File: src/rtl/dq_pkg.sv
`timescale 1ns / 1ps

package dq_pkg;

    // Ring geometry.
    localparam int DEPTH  = 256;
    localparam int ADDR_W = $clog2(DEPTH);
    localparam int CNT_W  = $clog2(DEPTH + 1);

    // Fixed field widths of the transaction payloads.
    localparam int FUNC_W   = 3;
    localparam int DATA_W   = 32;
    localparam int INDEX_W  = 8;
    localparam int STATUS_W = 2;
    localparam int COUNT_W  = 9;

    localparam logic [CNT_W:0] DEPTH_V = (CNT_W + 1)'(DEPTH);

    // Operation codes.
    typedef enum logic [FUNC_W-1:0] {
        FN_PUSH_BACK  = 3'd0,
        FN_PUSH_FRONT = 3'd1,
        FN_POP_BACK   = 3'd2,
        FN_POP_FRONT  = 3'd3,
        FN_READ_IDX   = 3'd4,
        FN_WRITE_IDX  = 3'd5
    } func_t;

    // Result status codes.
    typedef enum logic [STATUS_W-1:0] {
        ST_OK    = 2'd0,
        ST_EMPTY = 2'd1,
        ST_FULL  = 2'd2,
        ST_RANGE = 2'd3
    } status_t;

    typedef struct packed {
        logic [FUNC_W-1:0]         func;
        logic signed [DATA_W-1:0]  value;
        logic [INDEX_W-1:0]        index;
    } item_t;

    typedef struct packed {
        logic signed [DATA_W-1:0]  data;
        logic [STATUS_W-1:0]       status;
        logic [COUNT_W-1:0]        count;
    } result_t;

    // At most one memory access per transaction.
    typedef struct packed {
        logic              en;
        logic              we;
        logic [ADDR_W-1:0] addr;
        logic [DATA_W-1:0] wdata;
    } mem_req_t;

    // What the result stage needs besides the read data.
    typedef struct packed {
        status_t           status;
        logic [CNT_W-1:0]  count;
        logic              use_rdata;
    } resp_info_t;

    // Ring slot at a given offset from a base slot; the sum stays below twice the depth.
    function automatic logic [ADDR_W-1:0] ring_add(logic [ADDR_W-1:0] base,
                                                   logic [CNT_W-1:0] off);
        logic [CNT_W:0] sum;
        sum = {{(CNT_W + 1 - ADDR_W){1'b0}}, base} + {1'b0, off};
        if (sum >= DEPTH_V)
        begin
            sum = sum - DEPTH_V;
        end
        return sum[ADDR_W-1:0];
    endfunction

endpackage

File: src/rtl/dq_ctrl.sv
`timescale 1ns / 1ps

module dq_ctrl (
    input  logic                clk,
    input  logic                rst_n,
    input  logic                accept,
    input  dq_pkg::item_t       item,
    output dq_pkg::mem_req_t    mem_req,
    output dq_pkg::resp_info_t  info
);

    import dq_pkg::*;

    logic [ADDR_W-1:0] front_reg;
    logic [ADDR_W-1:0] front_next;
    logic [CNT_W-1:0]  count_reg;
    logic [CNT_W-1:0]  count_next;

    logic              is_full;
    logic              is_empty;
    logic [CNT_W-1:0]  index_ext;
    logic              index_ok;
    logic [ADDR_W-1:0] front_dec;
    logic [ADDR_W-1:0] front_inc;

    assign is_full   = (count_reg == CNT_W'(DEPTH));
    assign is_empty  = (count_reg == '0);
    assign index_ext = CNT_W'(item.index);
    assign index_ok  = (index_ext < count_reg);
    assign front_dec = (front_reg == '0) ? ADDR_W'(DEPTH - 1) : front_reg - 1'b1;
    assign front_inc = (front_reg == ADDR_W'(DEPTH - 1)) ? '0 : front_reg + 1'b1;

    // Decode the operation into at most one memory access and the new ring pointers.
    always_comb
    begin
        front_next        = front_reg;
        count_next        = count_reg;
        mem_req.en        = 1'b0;
        mem_req.we        = 1'b0;
        mem_req.addr      = front_reg;
        mem_req.wdata     = item.value;
        info.status       = ST_OK;
        info.use_rdata    = 1'b0;

        case (item.func)
            FN_PUSH_BACK:
            begin
                if (is_full)
                begin
                    info.status = ST_FULL;
                end
                else
                begin
                    mem_req.en   = 1'b1;
                    mem_req.we   = 1'b1;
                    mem_req.addr = ring_add(front_reg, count_reg);
                    count_next   = count_reg + 1'b1;
                end
            end
            FN_PUSH_FRONT:
            begin
                if (is_full)
                begin
                    info.status = ST_FULL;
                end
                else
                begin
                    mem_req.en   = 1'b1;
                    mem_req.we   = 1'b1;
                    mem_req.addr = front_dec;
                    front_next   = front_dec;
                    count_next   = count_reg + 1'b1;
                end
            end
            FN_POP_BACK:
            begin
                if (is_empty)
                begin
                    info.status = ST_EMPTY;
                end
                else
                begin
                    mem_req.en     = 1'b1;
                    mem_req.addr   = ring_add(front_reg, count_reg - 1'b1);
                    count_next     = count_reg - 1'b1;
                    info.use_rdata = 1'b1;
                end
            end
            FN_POP_FRONT:
            begin
                if (is_empty)
                begin
                    info.status = ST_EMPTY;
                end
                else
                begin
                    mem_req.en     = 1'b1;
                    mem_req.addr   = front_reg;
                    front_next     = front_inc;
                    count_next     = count_reg - 1'b1;
                    info.use_rdata = 1'b1;
                end
            end
            FN_READ_IDX:
            begin
                if (!index_ok)
                begin
                    info.status = ST_RANGE;
                end
                else
                begin
                    mem_req.en     = 1'b1;
                    mem_req.addr   = ring_add(front_reg, index_ext);
                    info.use_rdata = 1'b1;
                end
            end
            FN_WRITE_IDX:
            begin
                if (!index_ok)
                begin
                    info.status = ST_RANGE;
                end
                else
                begin
                    mem_req.en   = 1'b1;
                    mem_req.we   = 1'b1;
                    mem_req.addr = ring_add(front_reg, index_ext);
                end
            end
            default:
            begin
                info.status = ST_OK;
            end
        endcase

        // Nothing touches memory unless the transaction is taken.
        mem_req.en = mem_req.en & accept;
        info.count = count_next;
    end

    // Ring pointers advance only on accepted transactions.
    always_ff @(posedge clk or negedge rst_n)
    begin
        if (!rst_n)
        begin
            front_reg <= '0;
            count_reg <= '0;
        end
        else if (accept)
        begin
            front_reg <= front_next;
            count_reg <= count_next;
        end
    end

endmodule

File: config.mk
export PLATFORM = sky130hd
export DESIGN_NAME = dq_ctrl
export DESIGN_NICKNAME = d
export VERILOG_FILES = /design/src/rtl/dq_pkg.sv /design/src/rtl/dq_ctrl.sv
export SDC_FILE = /design/constraint.sdc
export NUM_CORES = 1
export LEC_CHECK = 0
export ABC_AREA = 1
export BUFFER_PORTS_ARGS = -buffer_cell sky130_fd_sc_hd__buf_2
export CAP_MARGIN = 25
export CORE_MARGIN = 1
export CORE_UTILIZATION = 50
export CTS_CLUSTER_DIAMETER = 150
export CTS_CLUSTER_SIZE = 25
export DETAILED_ROUTE_END_ITERATION = 6
export GPL_ROUTABILITY_DRIVEN = 0
export PLACE_DENSITY = 0.87
export SLEW_MARGIN = 20
export SYNTH_ARGS = -nofsm -noshare
export SYNTH_HDL_FRONTEND = slang
export SYNTH_SLANG_ARGS = --single-unit
File: constraint.sdc
create_clock -name clk -period 4.75 [get_ports clk]
set_input_delay 0.475 -clock clk [delete_from_list [all_inputs] [get_ports clk]]
set_output_delay 0.475 -clock clk [all_outputs]
set_load 0.03 [all_outputs]
==> run_results.csv <==
group,metric,value,unit
placement,port_buffers,35,
yosys,synth_async_sr_flop_share,1.00,
drt,wl_per_cell,16.7,µm
global_route,track_usage,0.289,
die,num_rows,30,
setup_path,start_kind,"flip-flop",
setup_path,critPathKind,"flip-flop to primary output",
setup_path,cp_num_buf_inv,2,
layout,largest_reg_flops,9,
die,dieArea,0.00750,mm²
timing,hold_viol_final,0,
setup_path,critPathSlowestCell,"dfrtp_1",
yosys,ys_seq_area_frac,0.119,
die,coreArea,0.00687,mm²
drt,ant_nets,0,
timing,setup_slack,1.08,ns
yosys,synth_top_area_frac,0.128,
timing,fin_skew,0.0132,ns
yosys,ys_ff_latch,17,
clocking,tritoncts,"done",
timing,slew_violations,0,
setup_path,cp_common_cell,"nand2_1",
yosys,ys_warn_count,0,
yosys,syn-cell-area,0.00358,mm²
clocking,cts_max_path_buffers,2,
setup_path,crit_family,"simple AND/OR/NAND/NOR gates",
drt,via_count,4002,
layout,antennaDiodeCount,0,
setup_path,crit_arrival,3.19,ns
yosys,synth_common_cells,"nand2_1, inv_1, nand3_1",
timing,setup-tns-final,0,ns
clocking,h-tree-depth,1,
layout,final_cells,648,
layout,n_fill_cell,682,
global_route,antenna_found_initial,0,
global_route,grt_pass1_wl,17.1,mm
yosys,syn_inst,558,
yosys,yosysTopAreaCell,"nand2_1",
timing,hold_ws,0.127,ns
clocking,insertion_delay,0.27,ns
yosys,synthFlopType,"dfrtp_1",
yosys,avgSynthCellArea,6.41,µm²
setup_path,critPathRequiredTime,4.28,ns
clocking,numCtsBuffers,3,
drt,routed_wl,10.8,mm
flow_run,cap_violations,0,
clocking,cts_resized,0,
clocking,cts.reportedPaths.clkPinSlew,0.08,ns
layout,nNetsFinal,636,
placement,post-dp-hpwl,8.47,mm
die,fp.dieW,86.6,µm
layout,layout-drive-gt1-share,0.154,
yosys,postSynthNetCount,641,
layout,area_growth,0.0349,%
worst_hold_path,hp-class,"input pin to asynchronous set/reset pin",
setup_path,crit_chain,"inv_2, ha_1, nand2_4, xor2_1, ha_1, nand2_1, nand2_1, o21bai_1, and2_1, o21ai_0, nand3_1, nand2_1, nor2_1, nand3_1, buf_2",
pwr,vdd.ir_drop.worst,361,µV
clocking,hold_buffers,0,
timing,worstMarginPinSlew,0.537,ns
setup_path,slowest_delay,0.55,ns
pwr,powerDensity,789,mW/mm²
clocking,clockRootBuffer,"clkbuf_8",
timing,setup_viol,0,
clocking,clock_sinks,17,
timing,rsz0062_at_grt,"no",
pwr,p_leak,1.86,nW
global_route,grt_max_degree,21,
timing,max_slew_margin,0.641,
drt,drc,0,
yosys,synth-edff-count,0,
yosys,yosysUniqueCellTypes,50,
clocking,post_cts.repair.setup_buffers,0,
timing,fmax,0.273,GHz
setup_path,end_kind,"primary output",
die,start_util,0.521,
timing,period_minus_slack,3.67,ns
drt,routed_via_density,6.18,
drt,first_pass_iters,6,
drt,drtIter0Drc,456,
global_route,grt_pass1_vias,3738,
placement,dpl.cell_count,644,
timing,timing.final.crit_share,0.772,
yosys,synth_area_leaders,"nand2_1, dfrtp_1, ha_1",
die,ios,100,
global_route,grt_overflow_total,0,
outcome,status,"complete, no violations",
placement,post-place-ws,1.49,ns
die,die_height,86.6,µm
yosys,yosysMostFrequentCell,"nand2_1",
setup_path,critPathMaxFanout,9,
## placed cells by master (no fill, tap or decap), types with 13 or more instances in the layout
cell      count
nand2_1     122
inv_1        55
nand3_1      51
nor2_1       41
buf_2        35
o21ai_0      34
ha_1         34
a21oi_1      19
dfrtp_1      17
o21ai_1      16
inv_2        15
o211ai_1     13
nand4_1      13
## area by class of cell
class,instances,area (µm²),area share
Sequential cell,17,425,0.119
Multi-Input combinational cell,422,2530,0.707
Tap cell,96,120,0.0336
Timing Repair Buffer,35,175,0.0489
Clock buffer,4,45.0,0.0126
Inverter,74,283,0.0790
## metal layers
layer | wire length (µm) | vias to the layer above | track usage
li1 | - | 1839 | -
met4 | 536 | 0 | 0.161
met5 | 0 | - | 0
met2 | 4890 | 276 | 0.481
met1 | 4220 | 1815 | 0.354
met3 | 1180 | 72 | 0.0486
## through the flow
step,utilization,power [mW],area (µm²)
floorplan,-,2.14,3580
global placement,0.515,2.56,3530
detailed placement,0.515,2.61,3530
CTS,0.521,2.75,3580
global route,0.521,3.06,3580
finish,0.521,2.83,3580
## where the power goes
group / leakage, nW / internal, mW / switching [mW]
combinational: 1.62 / 0.770 / 1.52
clock: 0.0228 / 0.0598 / 0.0599
sequential: 0.214 / 0.204 / 0.213
## kinds of logic after synthesis
logic type,Yosys count,share of synthesized area
flip-flops,17,0.119
AO/OA/AOI/OAI,115,0.201
AND/OR/NAND/NOR,258,0.342
buffers and inverters,119,0.174
adder cells (fa/ha/maj),37,0.136
XOR/XNOR,12,0.0294
## worst paths after layout
check,slack (ns),startpoint,end,depth (start not counted)
setup reg to reg,2.53,front_reg[1]$_DFFE_PN0P_,front_reg[4]$_DFFE_PN0P_,9
min in group clk,0.64,accept,count_reg[2]$_DFFE_PN0P_,3
hold / removal,0.13,rst_n,count_reg[8]$_DFFE_PN0P_,1
setup / recovery,1.08,count_reg[0]$_DFFE_PN0P_,mem_req[37],15
max in group asynchronous,4.31,rst_n,front_reg[3]$_DFFE_PN0P_,1
hold reg to reg,0.75,count_reg[8]$_DFFE_PN0P_,count_reg[8]$_DFFE_PN0P_,2
(Power assumes the default switching activity.)
